`src/rtl/core/cht_pkg.sv`:
```
// Shared types, constants and width helpers for the hazard table hit test.
package cht_pkg;

  localparam int unsigned DEF_MAX_SLOTS = 8;

  // Field widths of the transaction payloads
  localparam int unsigned KIND_W = 2;
  localparam int unsigned POS_W  = 16;
  localparam int unsigned SIZE_W = 15;
  localparam int unsigned RAD_W  = 14;
  localparam int unsigned SLOT_W = 3;
  localparam int unsigned CFG_W  = 4;

  // Datapath widths
  localparam int unsigned DIFF_W = POS_W + 1;        // coordinate difference
  localparam int unsigned SQ_W   = 2 * POS_W + 1;    // square of a difference
  localparam int unsigned DIST_W = SQ_W + 1;         // sum of two squares
  localparam int unsigned LIM_W  = RAD_W + 1;        // sum of two radii
  localparam int unsigned LSQ_W  = 2 * LIM_W;        // squared limit

  // Cycles from the last slot issue until the hit flags settle
  localparam int unsigned DRAIN_CYCLES = 3;
  localparam int unsigned DRAIN_W      = $clog2(DRAIN_CYCLES);

  localparam logic FUNC_WRITE = 1'b0;
  localparam logic FUNC_QUERY = 1'b1;

  typedef struct packed {
    logic                     func;
    logic [SLOT_W-1:0]        slot;
    logic [KIND_W-1:0]        kind;
    logic signed [POS_W-1:0]  pos_x;
    logic signed [POS_W-1:0]  pos_y;
    logic [SIZE_W-1:0]        size_w;
    logic [SIZE_W-1:0]        size_h;
    logic [RAD_W-1:0]         radius;
    logic                     circular;
    logic                     active;
  } cht_in_t;

  typedef struct packed {
    logic              hit;
    logic [KIND_W-1:0] hit_kind;
  } cht_out_t;

  // One stored table entry (active flags live in flops beside the memory)
  typedef struct packed {
    logic [KIND_W-1:0]        kind;
    logic signed [POS_W-1:0]  x;
    logic signed [POS_W-1:0]  y;
    logic [SIZE_W-1:0]        w;
    logic [SIZE_W-1:0]        h;
    logic [RAD_W-1:0]         r;
    logic                     circ;
  } cht_slot_t;

  typedef struct packed {
    logic load;   // capture the incoming transaction, clear the result
    logic write;  // store the captured slot
    logic issue;  // read one slot into the hit pipeline
  } cht_cmd_t;

  typedef enum logic [2:0] {
    ST_IDLE,
    ST_WRITE,
    ST_SCAN,
    ST_DRAIN,
    ST_REPLY
  } cht_state_e;

  function automatic int unsigned idx_width(int unsigned n);
    return (n > 1) ? $clog2(n) : 1;
  endfunction

  function automatic int unsigned cnt_width(int unsigned n);
    return $clog2(n + 1);
  endfunction

endpackage

```
`src/rtl/core/cht_ctrl.sv`:
```
// Controller state machine: sequences writes, slot scans, drain and reply.
module cht_ctrl import cht_pkg::*; #(
  parameter int unsigned MaxSlots = DEF_MAX_SLOTS
) (
  input  logic                             clk_i,
  input  logic                             rst_ni,
  input  logic                             start,
  output logic                             busy,
  input  logic                             func_i,
  input  logic [cnt_width(MaxSlots)-1:0]   scan_n_i,
  output cht_cmd_t                         cmd_o,
  output logic [idx_width(MaxSlots)-1:0]   idx_o,
  output logic                             done_o
);

  localparam int unsigned CntW = cnt_width(MaxSlots);
  localparam int unsigned IdxW = idx_width(MaxSlots);

  cht_state_e          state_q, state_d;
  logic [CntW-1:0]     cnt_q, cnt_d;
  logic [DRAIN_W-1:0]  drn_q, drn_d;
  logic [CntW-1:0]     cnt_inc;

  assign cnt_inc = cnt_q + CntW'(1);
  assign idx_o   = cnt_q[IdxW-1:0];

  always_ff @(posedge clk_i or negedge rst_ni) begin
    if (!rst_ni) begin
      state_q <= ST_IDLE;
      cnt_q   <= '0;
      drn_q   <= '0;
    end else begin
      state_q <= state_d;
      cnt_q   <= cnt_d;
      drn_q   <= drn_d;
    end
  end

  always_comb begin
    state_d = state_q;
    cnt_d   = cnt_q;
    drn_d   = drn_q;
    cmd_o   = '0;
    busy    = 1'b1;
    done_o  = 1'b0;
    case (state_q)
      ST_IDLE, ST_REPLY: begin
        busy   = 1'b0;
        done_o = (state_q == ST_REPLY);
        state_d = ST_IDLE;
        if (start) begin
          cmd_o.load = 1'b1;
          cnt_d      = '0;
          drn_d      = '0;
          if (func_i == FUNC_WRITE) begin
            state_d = ST_WRITE;
          end else if (scan_n_i == '0) begin
            state_d = ST_DRAIN;
          end else begin
            state_d = ST_SCAN;
          end
        end
      end
      ST_WRITE: begin
        cmd_o.write = 1'b1;
        state_d     = ST_REPLY;
      end
      ST_SCAN: begin
        cmd_o.issue = 1'b1;
        cnt_d       = cnt_inc;
        if (cnt_inc == scan_n_i) begin
          state_d = ST_DRAIN;
        end
      end
      ST_DRAIN: begin
        // hold until the last issued slot has passed the compare stage
        drn_d = drn_q + DRAIN_W'(1);
        if (drn_q == DRAIN_W'(DRAIN_CYCLES - 1)) begin
          state_d = ST_REPLY;
        end
      end
      default: begin
        state_d = ST_IDLE;
      end
    endcase
  end

endmodule

```
`src/rtl/core/cht_dpath.sv`:
```
// Datapath: slot memory, active flags, count register and the hit pipeline.
module cht_dpath import cht_pkg::*; #(
  parameter int unsigned MaxSlots = DEF_MAX_SLOTS
) (
  input  logic                             clk_i,
  input  logic                             rst_ni,
  input  cht_in_t                          item_i,
  input  cht_cmd_t                         cmd_i,
  input  logic [idx_width(MaxSlots)-1:0]   idx_i,
  input  logic                             cfg_we_i,
  input  logic [CFG_W-1:0]                 cfg_data_i,
  output logic [cnt_width(MaxSlots)-1:0]   scan_n_o,
  output cht_out_t                         result_o
);

  localparam int unsigned CntW = cnt_width(MaxSlots);
  localparam int unsigned IdxW = idx_width(MaxSlots);

  cht_in_t             item_q;
  logic [CFG_W-1:0]    count_q;
  cht_slot_t           mem [MaxSlots];
  logic [MaxSlots-1:0] act_q;
  cht_slot_t           rd_q;

  logic [6:0]          slot_ext;
  logic                slot_ok;
  logic [IdxW-1:0]     wr_addr;
  cht_slot_t           wr_entry;
  logic [7:0]          cnt_ext;
  logic [7:0]          cnt_sat;

  // pipeline stage registers
  logic                       v1_q, v2_q, v3_q;
  logic [KIND_W-1:0]          k2_q, k3_q;
  logic signed [DIFF_W-1:0]   dx_q, dy_q;
  logic [LIM_W-1:0]           lim_q;
  logic [SQ_W-1:0]            sqx_q, sqy_q;
  logic [LSQ_W-1:0]           lsq_q;
  logic                       found_q;
  logic [KIND_W-1:0]          kind_q;

  logic signed [DIFF_W-1:0]   qx, qy, lo_x, lo_y, hi_x, hi_y, cx, cy;
  logic signed [DIFF_W-1:0]   dx_d, dy_d;
  logic [LIM_W-1:0]           lim_d;
  logic signed [2*DIFF_W-1:0] px, py;
  logic [LSQ_W-1:0]           lsq_d;
  logic [DIST_W-1:0]          dist_sq;
  logic                       hit3;

  // count register, saturated to the table depth
  always_ff @(posedge clk_i or negedge rst_ni) begin
    if (!rst_ni) begin
      count_q <= '0;
    end else if (cfg_we_i) begin
      count_q <= cfg_data_i;
    end
  end

  assign cnt_ext  = 8'(count_q);
  assign cnt_sat  = (cnt_ext > 8'(MaxSlots)) ? 8'(MaxSlots) : cnt_ext;
  assign scan_n_o = cnt_sat[CntW-1:0];

  always_ff @(posedge clk_i) begin
    if (cmd_i.load) begin
      item_q <= item_i;
    end
  end

  // table write
  assign slot_ext = 7'(item_q.slot);
  assign slot_ok  = slot_ext < 7'(MaxSlots);
  assign wr_addr  = slot_ext[IdxW-1:0];

  always_comb begin
    wr_entry.kind = item_q.kind;
    wr_entry.x    = item_q.pos_x;
    wr_entry.y    = item_q.pos_y;
    wr_entry.w    = item_q.size_w;
    wr_entry.h    = item_q.size_h;
    wr_entry.r    = item_q.radius;
    wr_entry.circ = item_q.circular;
  end

  always_ff @(posedge clk_i) begin
    if (cmd_i.write && slot_ok) begin
      mem[wr_addr] <= wr_entry;
    end
  end

  always_ff @(posedge clk_i) begin
    if (cmd_i.issue) begin
      rd_q <= mem[idx_i];
    end
  end

  always_ff @(posedge clk_i or negedge rst_ni) begin
    if (!rst_ni) begin
      act_q <= '0;
    end else if (cmd_i.write && slot_ok) begin
      act_q[wr_addr] <= item_q.active;
    end
  end

  // stage 2: offsets from the slot to the query centre, and the radius limit
  assign qx   = {item_q.pos_x[POS_W-1], item_q.pos_x};
  assign qy   = {item_q.pos_y[POS_W-1], item_q.pos_y};
  assign lo_x = {rd_q.x[POS_W-1], rd_q.x};
  assign lo_y = {rd_q.y[POS_W-1], rd_q.y};
  assign hi_x = lo_x + $signed({2'b00, rd_q.w});
  assign hi_y = lo_y + $signed({2'b00, rd_q.h});
  assign cx   = (qx < lo_x) ? lo_x : ((qx > hi_x) ? hi_x : qx);
  assign cy   = (qy < lo_y) ? lo_y : ((qy > hi_y) ? hi_y : qy);

  always_comb begin
    if (rd_q.circ) begin
      dx_d  = qx - lo_x;
      dy_d  = qy - lo_y;
      lim_d = {1'b0, rd_q.r} + {1'b0, item_q.radius};
    end else begin
      dx_d  = qx - cx;
      dy_d  = qy - cy;
      lim_d = {1'b0, item_q.radius};
    end
  end

  // stage 3: squares
  assign px    = dx_q * dx_q;
  assign py    = dy_q * dy_q;
  assign lsq_d = lim_q * lim_q;

  // stage 4: compare
  assign dist_sq = {1'b0, sqx_q} + {1'b0, sqy_q};
  assign hit3    = v3_q && (dist_sq < DIST_W'(lsq_q));

  always_ff @(posedge clk_i or negedge rst_ni) begin
    if (!rst_ni) begin
      v1_q <= 1'b0;
      v2_q <= 1'b0;
      v3_q <= 1'b0;
    end else begin
      v1_q <= cmd_i.issue && act_q[idx_i];
      v2_q <= v1_q;
      v3_q <= v2_q;
    end
  end

  always_ff @(posedge clk_i) begin
    dx_q  <= dx_d;
    dy_q  <= dy_d;
    lim_q <= lim_d;
    k2_q  <= rd_q.kind;
    sqx_q <= px[SQ_W-1:0];
    sqy_q <= py[SQ_W-1:0];
    lsq_q <= lsq_d;
    k3_q  <= k2_q;
  end

  // keep only the first hit in scan order
  always_ff @(posedge clk_i or negedge rst_ni) begin
    if (!rst_ni) begin
      found_q <= 1'b0;
      kind_q  <= '0;
    end else if (cmd_i.load) begin
      found_q <= 1'b0;
      kind_q  <= '0;
    end else if (hit3 && !found_q) begin
      found_q <= 1'b1;
      kind_q  <= k3_q;
    end
  end

  assign result_o.hit      = found_q;
  assign result_o.hit_kind = kind_q;

endmodule

```
`src/rtl/core/circle_hazard_table_hit_test_core.sv`:
```
// Top level of the hazard table hit test: controller plus datapath.
//
// Usage: present a transaction on cmd_i and raise start; it is taken at a
// rising edge with start high and busy low. func selects a slot write or a
// circle query. Each transaction gives exactly one result on result_o,
// marked by done_o for a single cycle; the receiver cannot stall it.
// A write result is hit = 0, hit_kind = 0.
// A write passes through the write state and raises done_o in the reply
// state. A query scans N = min(hazard_count, MaxSlots) slots, one slot
// memory read per cycle, then drains the multiply/compare pipeline, and
// done_o comes in the reply state after the drain. The next transaction
// is taken during the done_o cycle.
// hazard_count is written over cfg_valid_i/cfg_data_i; cfg_ready_o is
// always high. Write it only while no transaction is in flight.
// Reset clears the count, all active flags and the controller; the slot
// memory itself is not cleared.
module circle_hazard_table_hit_test_core import cht_pkg::*; #(
  parameter int unsigned MaxSlots = DEF_MAX_SLOTS
) (
  input  logic             clk_i,
  input  logic             rst_ni,
  input  logic             start,
  output logic             busy,
  input  cht_in_t          cmd_i,
  output logic             done_o,
  output cht_out_t         result_o,
  input  logic             cfg_valid_i,
  output logic             cfg_ready_o,
  input  logic [CFG_W-1:0] cfg_data_i
);

  cht_cmd_t                         cmd;
  logic [idx_width(MaxSlots)-1:0]   idx;
  logic [cnt_width(MaxSlots)-1:0]   scan_n;

  assign cfg_ready_o = 1'b1;

  cht_ctrl #(
    .MaxSlots(MaxSlots)
  ) u_ctrl (
    .clk_i    (clk_i),
    .rst_ni   (rst_ni),
    .start    (start),
    .busy     (busy),
    .func_i   (cmd_i.func),
    .scan_n_i (scan_n),
    .cmd_o    (cmd),
    .idx_o    (idx),
    .done_o   (done_o)
  );

  cht_dpath #(
    .MaxSlots(MaxSlots)
  ) u_dpath (
    .clk_i      (clk_i),
    .rst_ni     (rst_ni),
    .item_i     (cmd_i),
    .cmd_i      (cmd),
    .idx_i      (idx),
    .cfg_we_i   (cfg_valid_i && cfg_ready_o),
    .cfg_data_i (cfg_data_i),
    .scan_n_o   (scan_n),
    .result_o   (result_o)
  );

endmodule

```
`config.mk`:
```
export PLATFORM = sky130hd
export DESIGN_NAME = circle_hazard_table_hit_test_core
export DESIGN_NICKNAME = d
export VERILOG_FILES = /design/src/rtl/core/cht_pkg.sv /design/src/rtl/core/cht_ctrl.sv /design/src/rtl/core/cht_dpath.sv /design/src/rtl/core/circle_hazard_table_hit_test_core.sv
export SDC_FILE = /design/constraint.sdc
export NUM_CORES = 2
export LEC_CHECK = 0
export CAP_MARGIN = 40
export CORE_MARGIN = 4
export CORE_UTILIZATION = 48
export CTS_CLUSTER_DIAMETER = 60
export DETAILED_ROUTE_END_ITERATION = 10
export DONT_BUFFER_PORTS = 1
export PLACE_DENSITY = 0.65
export SYNTH_ARGS = -nofsm -noshare
export SYNTH_HDL_FRONTEND = slang
export SYNTH_SLANG_ARGS = --single-unit
```
`constraint.sdc`:
```
create_clock -name clk_i -period 7.6 [get_ports clk_i]
set_input_delay 1.52 -clock clk_i [delete_from_list [all_inputs] [get_ports clk_i]]
set_output_delay 1.52 -clock clk_i [all_outputs]
set_load 0.02 [all_outputs]
```
* Yosys cells after proc, flatten, opt, wreduce, memory -nomap -nowiden
Memories as Yosys holds them, arrays and structs flattened. A register that Yosys moved wholly into a read port is not among the register bits. Cells that the tools add are included.
Storage, ports and cells: output and inout port bits 6, memories kept 1, memory bits (read-only) 0, word-level logic and storage cells 111, register bits 259, memory bits (writable) 632, input bits 92, latch bits 0
Memories:
- u_dpath.mem | depth 8, bits a word 79, rd ports 1, clocked after Yosys merged registers in 1, write ports 1, RTL line cht_dpath.sv:21 | cht_slot_t mem [MaxSlots];
Operators by class: bitwise logic cells 0, $mul 3, reductions and logical operators 15, $lt $le $gt $ge 10, equal/unequal tests 9, divide/modulo/power cells 0, muxes and demuxes 35, add/subtract/negate cells 10, shift-type cells 0
Operators by type and width (count):
- $mux W17 | 6
- $mul A17 B17 Y33 | 2
- $add A16 B16 Y17 | 2
- $add A33 B33 Y34 | 1
- $gt A16 B17 Y1 | 2
- $lt A34 B30 Y1 | 1
- $sub A16 B16 Y17 | 2
- $sub A16 B17 Y17 | 2
- $lt A16 B16 Y1 | 2
- $mul A15 B15 Y30 | 1
- $add A14 B14 Y15 | 1
- $mux W14 | 1
- $mux W1 | 13
- $lt A3 B4 Y1 const B | 3
- $pmux W3 S4 | 1
- $mux W3 | 3
- $bwmux W8 | 1
- $mux W2 | 4
- $mux W4 | 2
- $pmux W4 S2 | 1
- $eq A3 B2 Y1 const B | 2
- $reduce_and A2 Y1 | 3
- $reduce_bool A2 Y1 | 3
- $logic_and A1 B1 Y1 | 5
- other kinds (17) | 18

* Depth between registers and ports, before layout
depth in word-level cells 7, depth in mapped cells 32, gate-level depth less buffers 31

* By module
Synthesis repeated with hierarchy kept, for this count alone.
Second synthesis, totals: cell total of the unflattened synthesis 5238, area total of the unflattened synthesis 66550.1 um2
Modules (own cells, without submodules):
- cht_dpath | cells each 5181, instances 1, area an instance 65968.3 um2
- cht_ctrl | cells each 55, instances 1, area an instance 570.5 um2
- circle_hazard_table_hit_test_core | cells each 2, instances 1, area an instance 11.3 um2

* Worst setup path after synthesis
Ideal clock, no wire load.
path kind register to register, start point reg u_ctrl.state_q[1], end point reg u_dpath.act_q[0], cell stages (with the launch flop) 5, period minus slack after synthesis 7.276 ns, arrival time 7.184 ns, slack 0.324 ns, library setup time 0.092 ns, cell sequence dfrtp_1 clkbuf_1 or3_1 nor3_1 mux2_2
On the way: cells in the longest elaborated chain, start to end 3
RTL lines:
- from (decl) | RTL line cht_ctrl.sv:19 | cht_state_e state_q, state_d;
- from (signal assigned) | RTL line cht_ctrl.sv:33 | state_q <= state_d;
- $eq A3 B1 Y1 | RTL line cht_ctrl.sv:46 | case (state_q)
- $mux W1 | RTL line cht_ctrl.sv:46
- $logic_and A1 B1 Y1 | RTL line cht_dpath.sv:99 | end else if (cmd_i.write && slot_ok) begin
- to (signal, indexed assignment) | RTL line cht_dpath.sv:100 | act_q[wr_addr] <= item_q.active;
- to (decl) | RTL line cht_dpath.sv:22 | logic [MaxSlots-1:0] act_q;
No other way between the ends. A chain may end at the register's enable or synchronous reset.

* Final worst setup path
start point reg u_dpath.dx_q[4], end point reg u_dpath.sqx_q[31]
On the way: cells in the longest elaborated chain, start to end 1
RTL lines:
- from (decl) | RTL line cht_dpath.sv:35 | logic signed [DIFF_W-1:0] dx_q, dy_q;
- from (signal assigned) | RTL line cht_dpath.sv:148 | dx_q <= dx_d;
- $mul A17 B17 Y33 | RTL line cht_dpath.sv:127 | assign px = dx_q * dx_q;
- net u_dpath.px[31] | RTL line cht_dpath.sv:45 | logic signed [2*DIFF_W-1:0] px, py;
- to (signal assigned) | RTL line cht_dpath.sv:152 | sqx_q <= px[SQ_W-1:0];
- to (decl) | RTL line cht_dpath.sv:37 | logic [SQ_W-1:0] sqx_q, sqy_q;
The timed path passes the listed nets, and every way through them passes these cells.

==> results.py <==
metrics = {
    "worst_setup_path": {
        "rr_startpoint": "u_dpath.dx_q[4]",
        "path_buf_inv": 4,
        "worst_setup_path_start_kind": "flip-flop",
        "crit_fanout": 19,
        "crit_type": "reg -> reg",
        "critPathCapture": "u_dpath.sqx_q[31]",
        "crit_cells": 22,
        "worstPathArrival_ps": 7490,
        "r2r_slack_ps": 690,
        "cp.required_ps": 8180,
        "cpPeakStageDelay_ps": 780,
        "crit_family": "adder cells",
        "crit_top_cell": "fa_1",
        "crit_slowest_cell": "dfxtp_1",
        "path_cells": "and2_1 -> inv_1 -> fa_1 -> inv_1 -> fa_1 -> inv_1 -> fa_1 -> fa_1 -> inv_1 -> fa_1 -> fa_1 -> ha_1 -> a21o_1 -> a221oi_1 -> o21ai_0 -> a31oi_1 -> o21ai_1 -> a31oi_1 -> o31ai_1 -> o21ai_0 -> nand2b_1 -> xor2_1",
        "r2r-end": "u_dpath.sqx_q[31]",
        "startpoint": "u_dpath.dx_q[4]",
        "reg2reg_depth": 22,
        "critPathCaptureType": "flip-flop",
    },
    "clock_tree": {
        "cts_buffer_depth": 3,
        "cts_sinks": 967,
        "numCtsBuffers": 104,
        "postCtsSetupBuffers": 0,
        "hold_buffers": 0,
        "cts_resized": 0,
        "cts-htree-levels": 3,
        "path_clk_slew_ps": 60,
        "cts_root_buf": "clkbuf_16",
        "clk_latency_ps": 710,
        "cts_tree": "built",
    },
    "sta": {
        "drv_slew": 0,
        "finClkSkew_ps": 35.2,
        "fin_setup_tns_ps": 0,
        "max_freq_mhz": 145,
        "rsz0062_at_grt": "no",
        "fin_crit_sh": 0.909,
        "finalSetupViolations": 0,
        "slew_headroom": 0.335,
        "worstMarginPinSlew_ps": 998,
        "period_needed_ps": 6910,
        "hold_viol_final": 0,
    },
    "synth": {
        "synth_ff_type": "edfxtp_1",
        "synthCells": 5223,
        "synth.distinct_cells": 85,
        "ys_seq_elements": 967,
        "synth_area_um2": 66300,
        "yosys_warnings": 0,
        "async_flop_share": 0.0279,
        "ys_seq_area_frac": 0.414,
        "synth_enable_flop_cells": 794,
        "synth_fp_nets": 6453,
        "avgSynthCellArea_um2": 12.7,
    },
    "global_route": {
        "gr-usage-met2": 0.323,
        "grt_pass1_wl_um": 223000,
        "grt_usage": 0.194,
        "grt_max_degree": 123,
        "use_met3": 0.0377,
        "grt_pass1_vias": 41200,
        "overflow": 0,
        "use_met1": 0.262,
        "top_usage_layer": "met2",
        "antenna_found_initial": 16,
    },
    "final_layout": {
        "mostFrequentLayoutCells": "inv_1 (883), edfxtp_1 (794), fa_1 (674), ha_1 (464), nand2_1 (288)",
        "finalNetCount": 6495,
        "fill_cells": 11400,
        "final_common_cell": "inv_1",
        "area_growth_pct": 9.04,
        "drive_above_1_share": 0.102,
    },
    "die": {
        "die_w_um": 380,
        "ios": 98,
        "rows": 136,
        "die_area_um2": 144000,
        "die_y_um": 380,
        "start_util": 0.483,
        "core_area_um2": 137000,
    },
    "worst_hold_path": {
        "hold_depth": 0,
        "hold_class": "reg -> reg",
    },
    "status": {
        "status": "completed",
    },
    "place": {
        "io_buffers": 0,
        "hpwl_um": 100000,
        "gp_congestion": 0.866,
    },
    "drt": {
        "wl_um": 138000,
        "dr.pass1.iters": 6,
        "via_count": 38500,
        "ant_nets": 0,
        "drt_first_iter_violations": 2719,
        "wire_per_inst_um": 19.2,
        "drt_drc_violations_left": 0,
        "via_per_inst": 5.38,
    },
    "flow_run": {
        "max-cap-violations": 0,
    },
}
==> sequential cells by signal, indices dropped and copies added, names as in the netlist <==
register         cells
u_dpath.sqy_q       32
u_dpath.dx_q        17
u_dpath.k3_q         2
u_dpath.lo_x        16
u_ctrl.drn_q         2
u_dpath.rd_q        47
u_dpath.item_q      80
u_dpath.found_q      1
u_ctrl.state_q       3
u_ctrl.cnt_q         4
u_dpath.kind_q       2
u_dpath.sqx_q       32
u_dpath.v3_q         1
u_dpath.wr_addr      3
u_dpath.lim_q       15
u_dpath.count_q      4
u_dpath.v1_q         1
u_dpath.v2_q         1
u_dpath.act_q        8
u_dpath.k2_q         2
u_dpath.mem        632
u_dpath.lsq_q       29
u_dpath.dy_q        17
u_dpath.lo_y        16
==> cells in the mapped netlist (all sizes together) (74+ instances only) <==
library cell	instances	area, um2
a21o	92	691
a21oi	197	986
and2	190	1190
clkbuf	103	387
dfxtp	146	2920
edfxtp	794	23800
fa	674	13500
ha	464	5810
inv	884	3320
mux2	102	1150
mux4	160	3600
nand2	288	1080
nor2	193	727
o21ai	158	795
xnor2	147	1290
xor2	74	648
==> through the flow <==
stage | hold WS [ps] | utilization | cells | cell area (um2) | setup slack (ps)
finish | 344 | 0.527 | 7155 | 72300 | 691
global route | 352 | 0.527 | 7151 | 72300 | 259
CTS | 343 | 0.527 | 7149 | 72300 | 719
detailed placement | 328 | 0.500 | 6953 | 68700 | 765
global placement | 320 | 0.500 | 6949 | 68600 | 884
floorplan | 310 | - | 5223 | 66300 | 324
==> layer usage <==
metal / routed length, um / up-vias
met5: 128 / -
met4: 3620 / 20
met3: 7720 / 203
met2: 66300 / 837
met1: 59700 / 19500
li1: - / 17900
==> final cells by class <==
type | instances | area (um2) | area share
clock buffers | 119 | 2700 | 0.0373
inverters | 887 | 3330 | 0.0461
repair buffers | 61 | 547 | 0.00756
well taps | 1794 | 2240 | 0.0310
flip-flops and latches | 967 | 27500 | 0.380
multi-input cells | 3244 | 35100 | 0.486
diodes | 6 | 15.0 | 0.000208
clock inverters | 77 | 886 | 0.0122
==> worst min path at each step <==
stage / start / slack (ps) / endpoint
floorplan: u_dpath.k2_q[0] / 310 / u_dpath.k3_q[0]
global placement: u_dpath.k2_q[1] / 320 / u_dpath.k3_q[1]
detailed placement: u_dpath.k2_q[1] / 330 / u_dpath.k3_q[1]
CTS: u_dpath.k2_q[1] / 340 / u_dpath.k3_q[1]
global route: u_dpath.k2_q[1] / 350 / u_dpath.k3_q[1]
finish: u_dpath.rd_q[78] / 340 / u_dpath.k2_q[1]
==> logic make-up (layout without fill, tap and decap cells) <==
group / Yosys count / count (layout) / synth area share
other: 1 / 7 / 0.0000565
buffers and inverters: 1012 / 1144 / 0.0575
AND/OR/NAND/NOR: 933 / 933 / 0.0694
XOR/XNOR: 221 / 221 / 0.0292
AO/OA/AOI/OAI: 670 / 670 / 0.0645
adder cells (fa/ha/maj): 1138 / 1138 / 0.291
flip-flops: 967 / 967 / 0.414
multiplexers: 281 / 281 / 0.0745
==> worst register-to-register path: stages (launching register included) <==
cell	delay, ps
dfxtp_1	780
and2_1	280
inv_1	80
fa_1	540
inv_1	60
fa_1	410
inv_1	90
fa_1	410
fa_1	540
inv_1	50
fa_1	490
fa_1	410
ha_1	370
a21o_1	210
a221oi_1	290
o21ai_0	190
a31oi_1	470
o21ai_1	240
a31oi_1	350
o31ai_1	150
o21ai_0	170
nand2b_1	90
xor2_1	150
Power is left out: the tool's default activity adds up to more than one toggle a clock period on the data nets, which glitch-free logic cannot reach.
